$ cat config.mk
export PLATFORM = sky130hd
export DESIGN_NAME = jcw_ctrl
export DESIGN_NICKNAME = d
export VERILOG_FILES = /design/src/sv/jcw_pkg.sv /design/src/sv/jcw_ctrl.sv
export SDC_FILE = /design/constraint.sdc
export NUM_CORES = 1
export LEC_CHECK = 0
export BUFFER_PORTS_ARGS = -buffer_cell sky130_fd_sc_hd__buf_2
export CORE_ASPECT_RATIO = 0.8
export CORE_UTILIZATION = 52
export DETAILED_ROUTE_END_ITERATION = 7
export GPL_TIMING_DRIVEN = 0
export PLACE_DENSITY = 0.81
export SYNTH_ARGS = -nofsm -noshare
export SYNTH_HDL_FRONTEND = slang
export SYNTH_SLANG_ARGS = --single-unit
$ cat constraint.sdc
create_clock -name clk -period 3.6 [get_ports clk]
set_input_delay 0.18 -clock clk [delete_from_list [all_inputs] [get_ports clk]]
set_output_delay 0.18 -clock clk [all_outputs]
set_load 0.01 [all_outputs]
$ cat src/sv/jcw_pkg.sv
`default_nettype none
// ----------------------------------------------------------------------------
// jcw_pkg: shared types, constants and microcode for the joint chain block
// Word widths, controller/datapath command and status structs, the MAC
// microcode for one composition step and the fixed-point helpers.
// ----------------------------------------------------------------------------
package jcw_pkg;

  localparam int IDX_W  = 6;
  localparam int PAR_W  = 7;
  localparam int CNT_W  = 7;
  localparam int ROT_W  = 16;
  localparam int POS_W  = 32;
  localparam int T_W    = 36;
  localparam int M_W    = 34;
  localparam int A_W    = 34;
  localparam int B_W    = 36;
  localparam int ACC_W  = 64;
  localparam int ROOT_W = 32;
  localparam int NUM_W  = 50;
  localparam int DEN_W  = 33;
  localparam int QUO_W  = 16;
  localparam int STEP_W = 6;
  localparam int COMP_W = 2;

  localparam logic CMD_WRITE = 1'b0;
  localparam logic CMD_QUERY = 1'b1;

  localparam logic signed [ROT_W-1:0] ONE_Q14   = 16'sd16384;
  localparam logic signed [PAR_W-1:0] NO_PARENT = -7'sd1;
  localparam logic [STEP_W-1:0]       MAC_LAST  = 6'd36;
  localparam logic [COMP_W-1:0]       LAST_COMP = 2'd3;

  typedef enum logic [3:0] {
    S_IDLE, S_WALK_CHK, S_WALK_LD, S_POP, S_FETCH, S_MAC,
    S_SQ_CHK, S_SQ_RUN, S_DIV_GO, S_DIV_RUN, S_NEXT
  } state_t;

  typedef enum logic [2:0] {A_CW, A_CX, A_CY, A_CZ, A_MW, A_MX, A_MY, A_MZ} asel_t;

  typedef enum logic [3:0] {
    B_VX, B_VY, B_VZ, B_TX, B_TY, B_TZ, B_LW, B_LX, B_LY, B_LZ,
    B_MW, B_MX, B_MY, B_MZ
  } bsel_t;

  typedef enum logic [3:0] {
    D_NONE, D_TX, D_TY, D_TZ, D_PX, D_PY, D_PZ, D_MW, D_MX, D_MY, D_MZ, D_SUM
  } dst_t;

  typedef struct packed {
    logic  valid;
    asel_t a;
    bsel_t b;
    logic  neg;
    logic  first;
    dst_t  dst;
  } uop_t;

  typedef struct packed {
    logic              wr_item;
    logic              q_init;
    logic              push;
    logic              load_parent;
    logic              pop;
    logic              fetch;
    logic              mac_en;
    logic [STEP_W-1:0] step;
    logic              sq_start;
    logic              set_ident;
    logic              div_start;
    logic [COMP_W-1:0] comp;
    logic              res_ok;
    logic              res_fail;
  } ctl_cmd_t;

  typedef struct packed {
    logic walk_end;
    logic walk_bad;
    logic len_zero;
    logic sum_zero;
    logic sq_done;
    logic div_done;
  } ctl_sts_t;

  localparam uop_t UOP_NOP = '{1'b0, A_CW, B_VX, 1'b0, 1'b0, D_NONE};

  function automatic uop_t uop(input asel_t a, input bsel_t b, input logic neg,
                               input logic first, input dst_t dst);
    return '{1'b1, a, b, neg, first, dst};
  endfunction

  // t = 2(u x v), p += v + w t + u x t, m = c * l, then sum of squares of m
  function automatic uop_t ucode(input logic [STEP_W-1:0] step);
    uop_t u;
    u = UOP_NOP;
    unique case (step)
      6'd0:  u = uop(A_CY, B_VZ, 1'b0, 1'b1, D_NONE);
      6'd1:  u = uop(A_CZ, B_VY, 1'b1, 1'b0, D_TX);
      6'd2:  u = uop(A_CZ, B_VX, 1'b0, 1'b1, D_NONE);
      6'd3:  u = uop(A_CX, B_VZ, 1'b1, 1'b0, D_TY);
      6'd4:  u = uop(A_CX, B_VY, 1'b0, 1'b1, D_NONE);
      6'd5:  u = uop(A_CY, B_VX, 1'b1, 1'b0, D_TZ);
      6'd6:  u = uop(A_CW, B_TX, 1'b0, 1'b1, D_NONE);
      6'd7:  u = uop(A_CZ, B_TY, 1'b1, 1'b0, D_NONE);
      6'd8:  u = uop(A_CY, B_TZ, 1'b0, 1'b0, D_PX);
      6'd9:  u = uop(A_CW, B_TY, 1'b0, 1'b1, D_NONE);
      6'd10: u = uop(A_CZ, B_TX, 1'b0, 1'b0, D_NONE);
      6'd11: u = uop(A_CX, B_TZ, 1'b1, 1'b0, D_PY);
      6'd12: u = uop(A_CW, B_TZ, 1'b0, 1'b1, D_NONE);
      6'd13: u = uop(A_CX, B_TY, 1'b0, 1'b0, D_NONE);
      6'd14: u = uop(A_CY, B_TX, 1'b1, 1'b0, D_PZ);
      6'd15: u = uop(A_CW, B_LW, 1'b0, 1'b1, D_NONE);
      6'd16: u = uop(A_CX, B_LX, 1'b1, 1'b0, D_NONE);
      6'd17: u = uop(A_CY, B_LY, 1'b1, 1'b0, D_NONE);
      6'd18: u = uop(A_CZ, B_LZ, 1'b1, 1'b0, D_MW);
      6'd19: u = uop(A_CW, B_LX, 1'b0, 1'b1, D_NONE);
      6'd20: u = uop(A_CX, B_LW, 1'b0, 1'b0, D_NONE);
      6'd21: u = uop(A_CY, B_LZ, 1'b0, 1'b0, D_NONE);
      6'd22: u = uop(A_CZ, B_LY, 1'b1, 1'b0, D_MX);
      6'd23: u = uop(A_CW, B_LY, 1'b0, 1'b1, D_NONE);
      6'd24: u = uop(A_CY, B_LW, 1'b0, 1'b0, D_NONE);
      6'd25: u = uop(A_CZ, B_LX, 1'b0, 1'b0, D_NONE);
      6'd26: u = uop(A_CX, B_LZ, 1'b1, 1'b0, D_MY);
      6'd27: u = uop(A_CW, B_LZ, 1'b0, 1'b1, D_NONE);
      6'd28: u = uop(A_CZ, B_LW, 1'b0, 1'b0, D_NONE);
      6'd29: u = uop(A_CX, B_LY, 1'b0, 1'b0, D_NONE);
      6'd30: u = uop(A_CY, B_LX, 1'b1, 1'b0, D_MZ);
      6'd31: u = uop(A_MW, B_MW, 1'b0, 1'b1, D_NONE);
      6'd32: u = uop(A_MX, B_MX, 1'b0, 1'b0, D_NONE);
      6'd33: u = uop(A_MY, B_MY, 1'b0, 1'b0, D_NONE);
      6'd34: u = uop(A_MZ, B_MZ, 1'b0, 1'b0, D_SUM);
      default: u = UOP_NOP;
    endcase
    return u;
  endfunction

  // shift right by 14, round half away from zero
  function automatic logic signed [ACC_W-1:0] rnd14(input logic signed [ACC_W-1:0] a);
    logic [ACC_W-1:0] mag;
    logic [ACC_W-1:0] r;
    mag = a[ACC_W-1] ? ACC_W'(-a) : ACC_W'(a);
    r   = (mag + ACC_W'(8192)) >> 14;
    return a[ACC_W-1] ? -$signed(r) : $signed(r);
  endfunction

  function automatic logic signed [POS_W-1:0] sat32(input logic signed [ACC_W-1:0] a);
    logic signed [POS_W-1:0] r;
    if (a > 64'sd2147483647) begin
      r = 32'sh7fffffff;
    end else if (a < -64'sd2147483648) begin
      r = 32'sh80000000;
    end else begin
      r = a[POS_W-1:0];
    end
    return r;
  endfunction

endpackage
`default_nettype wire

$ cat src/sv/jcw_ctrl.sv
`default_nettype none
// ----------------------------------------------------------------------------
// jcw_ctrl: joint chain sequencer
// Walks the parent chain, then steps each joint through MAC microcode and,
// unless the sum of squares is zero, square root and four divides.
// ----------------------------------------------------------------------------
module jcw_ctrl import jcw_pkg::*; (
  input  wire logic     clk,
  input  wire logic     rst,
  input  wire logic     accept,
  input  wire logic     item_cmd,
  input  wire ctl_sts_t sts,
  output ctl_cmd_t      cmd,
  output logic          busy
);

  state_t              state;
  state_t              state_next;
  logic [STEP_W-1:0]   step;
  logic [COMP_W-1:0]   comp;

  assign busy = state != S_IDLE;

  always_ff @(posedge clk) begin
    if (rst) begin
      state <= S_IDLE;
      step  <= '0;
      comp  <= '0;
    end else begin
      state <= state_next;
      step  <= (state == S_MAC) ? step + STEP_W'(1) : '0;
      if (state == S_SQ_CHK) begin
        comp <= '0;
      end else if (state == S_DIV_RUN && sts.div_done) begin
        comp <= comp + COMP_W'(1);
      end
    end
  end

  always_comb begin
    state_next = state;
    unique case (state)
      S_IDLE:     if (accept && item_cmd == CMD_QUERY) state_next = S_WALK_CHK;
      S_WALK_CHK: begin
        if (sts.walk_end) begin
          state_next = S_POP;
        end else if (sts.walk_bad) begin
          state_next = S_IDLE;
        end else begin
          state_next = S_WALK_LD;
        end
      end
      S_WALK_LD:  state_next = S_WALK_CHK;
      S_POP:      state_next = S_FETCH;
      S_FETCH:    state_next = S_MAC;
      S_MAC:      if (step == MAC_LAST) state_next = S_SQ_CHK;
      S_SQ_CHK:   state_next = sts.sum_zero ? S_NEXT : S_SQ_RUN;
      S_SQ_RUN:   if (sts.sq_done) state_next = S_DIV_GO;
      S_DIV_GO:   state_next = S_DIV_RUN;
      S_DIV_RUN:  if (sts.div_done) state_next = (comp == LAST_COMP) ? S_NEXT : S_DIV_GO;
      S_NEXT:     state_next = sts.len_zero ? S_IDLE : S_POP;
      default:    state_next = S_IDLE;
    endcase
  end

  always_comb begin
    cmd      = '0;
    cmd.step = step;
    cmd.comp = comp;
    unique case (state)
      S_IDLE: begin
        cmd.wr_item = accept && item_cmd == CMD_WRITE;
        cmd.q_init  = accept && item_cmd == CMD_QUERY;
      end
      S_WALK_CHK: begin
        cmd.push     = !sts.walk_end && !sts.walk_bad;
        cmd.res_fail = !sts.walk_end && sts.walk_bad;
      end
      S_WALK_LD:  cmd.load_parent = 1'b1;
      S_POP:      cmd.pop = 1'b1;
      S_FETCH:    cmd.fetch = 1'b1;
      S_MAC:      cmd.mac_en = 1'b1;
      S_SQ_CHK: begin
        cmd.set_ident = sts.sum_zero;
        cmd.sq_start  = !sts.sum_zero;
      end
      S_SQ_RUN:   ;
      S_DIV_GO:   cmd.div_start = 1'b1;
      S_DIV_RUN:  ;
      S_NEXT:     cmd.res_ok = sts.len_zero;
      default:    ;
    endcase
  end

endmodule
`default_nettype wire

**Word-level counts from Yosys, hierarchy flattened**

Cells that the tools add are included.

- Bitwise gates (word level): 2
- Reduce and logical (&&, ||, !) cells: 13
- Equality and inequality tests: 16
- Add/sub/neg operators: 2
- Muxes and demuxes: 20

Operators with widths:

| cell | number |
|---|---|
| $pmux W4 S11 | 1 |
| $mux W4 | 5 |
| $eq A4 B3 Y1 const B | 4 |
| $eq A4 B4 Y1 const B | 3 |
| $mux W2 | 6 |
| $eq A4 B2 Y1 const B | 2 |
| $mux W1 | 8 |
| $add A6 B1 Y6 const B | 1 |
| $eq A6 B6 Y1 const B | 1 |
| $ne A2 B2 Y1 const B | 3 |
| $logic_and A1 B1 Y1 | 5 |
| $eq A4 B1 Y1 const B | 1 |
| $logic_not A4 Y1 | 1 |
| $reduce_and A4 Y1 | 1 |
| $reduce_bool A4 Y1 | 1 |
| $reduce_or A2 Y1 | 2 |
| $logic_not A1 Y1 | 3 |
| $add A2 B1 Y2 const B | 1 |
| $eq A2 B2 Y1 const B | 1 |
| $ne A2 B1 Y1 const B | 1 |
| $not A1 Y1 | 2 |

- Logic and storage cells: 56
- Bits in registers: 12
- Output and inout port bits: 21
- Bits of input ports: 10

**Logic depth before layout (Yosys ltp)**

Gate-level depths: netlist of run 1.

- Depth in word-level cells: 4
- Mapped depth: 6
- Depth with buffers taken out: 6

**Worst setup path after synthesis of run 1**

No wires, ideal clock.

- Path kind: register -> output
- Start point: register state[2]
- End point: output cmd[1] in the netlist's numbering
- Arrival: 1181 ps
- Buffers on the path: 1
- Setup slack: 2239 ps
- Cell stages (with the launch flop): 4
- Path through: dfxtp_1 > buf_4 > nand2b_1 > nor4b_1

RTL lines:

| item | line | text |
|---|---|---|
| start, declared | jcw_ctrl.sv:17 | `state_t state;` |
| start signal, assigned | jcw_ctrl.sv:30 | `state <= state_next;` |
| end, declared | jcw_ctrl.sv:13 | `output ctl_cmd_t cmd,` |

==> flow_summary.ini, run 1 <==
[run_status]
run_status = complete, no violations

[place]
gp_weighted_congestion = 0.785
post_dp_cell_area_um2 = 1040
dp_hpwl_mm = 1.56
portBuffers = 30
placed_cells_incl_taps = 153

[timing]
tightestPinTransition_ns = 0.382
final_hold_viol_count = 0
setup-violations-final = 0
fin_worst_skew_ns = 0.00387
finalCritPeriodShare_pct = 49.8
aggregate_negative_setup_slack_ns = 0
rel_slew_slack_pct = 74.6
timing.final.max_slew_violations = 0
grt_setup_unrepaired = false
post-route-min-period_ns = 1.79
clock.fmax_ghz = 0.558

[floorplan]
boundaryPins = 31
core-area_um2 = 1460
initial_core_utilization_pct = 59.0
fp-row-count = 12
die_area_um2 = 1820
die_width_um = 47.5
die_h_um = 38.4

[routing]
detail-route-antenna-nets = 0
drcViolationCount = 0
totalWireLength_mm = 2.01
vias_per_cell = 5.64
routed_wire_length_per_instance_um = 12.8
drt-pass1-iter-count = 4
number_of_drc_violations_after_detailed_routing_iteration_0 = 16
dr_total_vias = 886

[finish]
final_layout_size_suffix_gt1_share_pct = 34.6
fin_cells = 157
insertedDiodeCount = 0
final_area_um2 = 1070
layout.nets = 150
area.growth.synth_to_final_pct = 24.7

[clock_tree]
clock_insertion_delay_worst_skew_ns = 0.29
clock_tree.htree_level_count = 1
cts-hold-fix-buffers = 0
ctsRootBufferMaster = clkbuf_4
cts_made_buffers = 3
postCtsResizedCells = 0
cts.reportedPaths.clkPinSlew_ns = 0.08
cts_buffer_depth = 2
post-cts-setup-buffers = 0
tritoncts = done
cts.sink_count = 12

[global_route]
antenna_found_initial = 0
grtUsageMet1_pct = 33.5
global_route.usage.total_pct = 25.8
grt_most_used_layer = met2
grt_pass1_wl_mm = 3.13
grt.overflow.total = 0
globalRouteMet3Util_pct = 8.96
grt_util_met2_pct = 39.4
largest_net_degree_at_the_start_of_global_routing = 11
grt_pass1_vias = 712

[worst_setup_path]
cp-start-kind = flop
cp_data_required_time_ns = 3.42
crit_path_max_fanout = 10
worst-endpoint-arrival_ns = 1.61
timing.setup.critical_path_class = reg -> out
crit_path_end_kind = output pin

[power_and_ir_drop]
leakagePower_nw = 0.495
irDropWorstVdd_mv = 0.330
finalPower_w = 0.000295
p_per_area_nw_per_um2 = 275

[synthesis]
dominantRegCellSynth = dfxtp_1
synth_sequential_area_ratio_pct = 27.9
synth-edff-count = 0
ys_top_cells_by_area = dfxtp_1 (28%), ha_1 (4.4%), nor2_1 (4.4%)
synth_top_cell_by_area = dfxtp_1
synth_cells = 102
ys_seq_elements = 12
yosys.cell_count.top_type = dfxtp_1
postSynthNetCount = 115
synth-async-reset-ratio_pct = 0
netlist_top_cells_count = dfxtp_1 (12), nor2_1 (10), inv_1 (9), a21oi_1 (5), nor3_1 (5)
synth.lib_cells_used.distinct = 42
yosys_warnings = 0
synth_top_cell_area_share_pct = 27.9
synth_area_um2 = 860
avgSynthCellArea_um2 = 8.43

[flow_run]
cap_viol_max_count = 0

[worst_hold_path]
timing.hold.worst.class = in -> reg
-- cell type report --
class / instances / area (um^2)
plain buffers: 5 / 37.5
clock buffers: 4 / 36.3
fillers: 113 / 384
inverters: 9 / 33.8
multi-input cells: 76 / 548
flip-flops and latches: 12 / 240
well taps: 21 / 26.3
repair buffers: 30 / 150
-- routing by layer --
| metal | part of all wire (%) | vias to the layer above | routed length (um) |
|---|---|---|---|
| met5 | 0 | - | 0 |
| met4 | 1.4 | 0 | 29 |
| met3 | 6.9 | 4 | 138 |
| met2 | 45 | 41 | 910 |
| met1 | 46 | 401 | 930 |
| li1 | - | 440 | - |
-- where the power goes --
group | switching [W] | internal [W]
registers | 0.00000161 | 0.000134
logic | 0.0000279 | 0.0000211
clock network | 0.0000485 | 0.0000617
total | 0.0000780 | 0.000217
-- worst paths after layout --
check | depth (start not counted) | from | slack [ns] | to
max | 4 | state[2]$_SDFFE_PP0P_ | 1.81 | cmd[1]
min | 2 | rst | 0.15 | state[1]$_SDFFE_PP0P_
max reg2reg | 5 | state[3]$_SDFFE_PP0P_ | 2.12 | state[1]$_SDFFE_PP0P_
min reg2reg | 1 | step[0]$_SDFF_PP0_ | 0.50 | step[0]$_SDFF_PP0_
-- kinds of logic after synthesis --
logic type	after synthesis	share of synthesized area, %
and+or+nand+nor	47	36.4
AOI/OAI and AO/OA	20	16.7
buffers and inverters	14	8.30
DFF	12	27.9
xor gates and xnor gates	5	5.09
adders and majority gates	3	4.37
muxes	1	1.16
-- cell usage in the layout, fill, tap and decap left out, drive strengths merged, types with 2 or more instances in the layout --
cell type / n
a21oi: 5
a31oi: 2
and3: 2
and4bb: 2
buf: 34
clkbuf: 5
dfxtp: 12
ha: 3
inv: 9
nand2: 3
nand2b: 4
nand3: 4
nand4bb: 3
nor2: 10
nor3: 5
nor4: 4
nor4b: 3
o21ai: 4
o22ai: 2
or2: 2
xor2: 4
-- worst max-delay path: stages (launching register included) --
cell and delay, ns:
dfxtp_1 0.39, buf_4 0.21, nand2b_1 0.21, nor4b_1 0.32, buf_2 0.19
-- stage by stage --
stage / worst slack (ns) / util, % / hold slack, ns
6_report: 1.81 / 73.6 / 0.147
5_1_grt: 1.70 / 73.6 / 0.151
4_1_cts: 1.83 / 73.6 / 0.133
3_5_place_dp: 2.15 / 71.1 / 0.441
3_3_place_gp: 2.15 / 71.1 / 0.437
2_1_floorplan: 2.24 / - / 0.246
-- flip-flops by register name (all words and copies together) (netlist names) --
signal	count
state	4
step	6
comp	2
No activity file was read; power rests on OpenSTA's default activity.
==> run 2, diff against run 1 <==
--- a/config.mk
+++ b/config.mk
@@ -7,10 +7,10 @@
 export LEC_CHECK = 0
 export BUFFER_PORTS_ARGS = -buffer_cell sky130_fd_sc_hd__buf_2
 export CORE_ASPECT_RATIO = 0.8
-export CORE_UTILIZATION = 52
+export CORE_UTILIZATION = 43
 export DETAILED_ROUTE_END_ITERATION = 7
 export GPL_TIMING_DRIVEN = 0
-export PLACE_DENSITY = 0.81
+export PLACE_DENSITY = 0.72
 export SYNTH_ARGS = -nofsm -noshare
 export SYNTH_HDL_FRONTEND = slang
 export SYNTH_SLANG_ARGS = --single-unit
==> constraint.sdc (replaced) <==
create_clock -name clk -period 1.5 [get_ports clk]
set_input_delay 0.075 -clock clk [delete_from_list [all_inputs] [get_ports clk]]
set_output_delay 0.075 -clock clk [all_outputs]
set_load 0.01 [all_outputs]
==> flow_summary.ini, run 2 (same netlist as run 1, synthesis figures left out) <==
[floorplan]
die_h_um = 42.0
core-area_um2 = 1870
fp-row-count = 14
boundaryPins = 31
die_area_um2 = 2180
initial_core_utilization_pct = 45.9
die_width_um = 52.0

[routing]
dr_total_vias = 955
drcViolationCount = 0
number_of_drc_violations_after_detailed_routing_iteration_0 = 18
drt-pass1-iter-count = 4
routed_wire_length_per_instance_um = 15.0
vias_per_cell = 5.62
totalWireLength_mm = 2.56
detail-route-antenna-nets = 0

[timing]
setup-violations-final = 1
clock.fmax_ghz = 0.660
final_hold_viol_count = 0
aggregate_negative_setup_slack_ns = -0.0153
tightestPinTransition_ns = 0.269
post-route-min-period_ns = 1.52
fin_worst_skew_ns = 0.000484
finalCritPeriodShare_pct = 101
grt_setup_unrepaired = true
timing.final.max_slew_violations = 0
timing.hold.ws_ns = 0.0505
rel_slew_slack_pct = 81.9
final_critical_path_setup_slack_ns = -0.0153

[clock_tree]
cts.sink_count = 12
tritoncts = done
cts_buffer_depth = 2
clock_insertion_delay_worst_skew_ns = 0.28
cts-hold-fix-buffers = 0
ctsRootBufferMaster = clkbuf_4
cts_made_buffers = 3
clock_tree.htree_level_count = 1
cts.reportedPaths.clkPinSlew_ns = 0.08

[worst_setup_path]
cp-start-kind = flop
timing.setup.critical_path_class = reg -> reg
crit_chain = buf_4 > and4bb_2 > o21ai_2 > nand3_1 > a221oi_2
worst_path_max_delay_cell = dfxtp_4
reg2reg_slack_ns = -0.02
worst-endpoint-arrival_ns = 1.70
critical-path-max-stage-delay_ns = 0.36
crit_path_max_fanout = 5
crit_path_end_kind = flop
cp_data_required_time_ns = 1.69

[power_and_ir_drop]
leakagePower_nw = 0.564
p_per_area_nw_per_um2 = 573
finalPower_w = 0.000738
irDropWorstVdd_mv = 0.448

[place]
gp_weighted_congestion = 0.802
dp_hpwl_mm = 1.49
portBuffers = 30

[global_route]
global_route.usage.total_pct = 23.4
antenna_found_initial = 0
grt.overflow.total = 0
grt_pass1_wl_mm = 3.68
grt_pass1_vias = 812
largest_net_degree_at_the_start_of_global_routing = 11

[finish]
layout.nets = 160
fill_count = 148
largest_register = step
final_layout_size_suffix_gt1_share_pct = 45.9
flip_flop_count_of_the_largest_register_all_copies_and_words_added = 6
most_frequent_cells_in_the_layout = buf_2 (30), nor2_1 (10), inv_1 (9), dfxtp_1 (9), buf_4 (8)
area.growth.synth_to_final_pct = 49.8
reg_top3 = step (6), state (4), comp (2)
layout.cells.most_common = buf_2
insertedDiodeCount = 0

[run_status]
failed_checks = negative setup slack
run_status = finished with violations

[flow_run]
cap_viol_max_count = 0

[worst_hold_path]
timing.hold.worst.class = in -> reg
-- run 2: metal layers --
metal	wire (um)	vias up	track usage (%)
li1	-	462	-
met1	1130	443	30.5
met2	1220	41	35.1
met3	150	9	5.80
met4	66	0	12.4
met5	0	-	0
-- run 2: worst max-delay path, delay by kind of cell, from the launching register on --
family	cells	cell delay, ns
flip-flops	1	0.36
AO/OA/AOI/OAI	2	0.50
buffers and inverters	1	0.17
AND/OR/NAND/NOR	2	0.38
-- run 2: worst paths after layout --
path                                            start                     to  cells past startpoint
worst max-delay path            state[2]$_SDFFE_PP0P_  state[1]$_SDFFE_PP0P_                      5
worst min-delay path                              rst  state[2]$_SDFFE_PP0P_                      2
worst max register to register  state[2]$_SDFFE_PP0P_  state[1]$_SDFFE_PP0P_                      5
worst min register to register     step[0]$_SDFF_PP0_     step[0]$_SDFF_PP0_                      1
-- run 2: layout make-up --
class	instances	area, um^2	area share (%)
plain buffers	5	63.8	4.96
well taps	24	30.0	2.33
multi-input cells	76	613	47.6
flip-flops and latches	12	251	19.5
clock buffers	4	36.3	2.82
repair buffers	40	259	20.1
inverters	9	33.8	2.62
-- run 2: repair_timing --
item / 4_1_cts / 5_1_grt
gates resized for setup: 18 / 8
pin swaps: 3 / 4
endpoints found under the setup margin: 9 / 9
cloned: 0 / 1
buffers inserted: 5 / 4
-- run 2: power breakdown --
part | total (W) | switching [W] | internal [W]
Sequential | 0.000321 | 0.00000270 | 0.000318
Combinational | 0.000154 | 0.0000857 | 0.0000680
Clock | 0.000263 | 0.000116 | 0.000148
Total | 0.000738 | 0.000204 | 0.000534
-- run 2: metrics by stage --
stage | util [%] | cell area, um^2 | instances | worst slack (ns)
after floorplan | - | 860 | 102 | 0.195
after global routing | 68.7 | 1290 | 170 | -0.108
after CTS | 63.6 | 1190 | 165 | -0.0146
after global placement | 55.5 | 1040 | 156 | 0.0673
final | 68.7 | 1290 | 170 | -0.0153
after detailed placement | 55.5 | 1040 | 156 | 0.0323
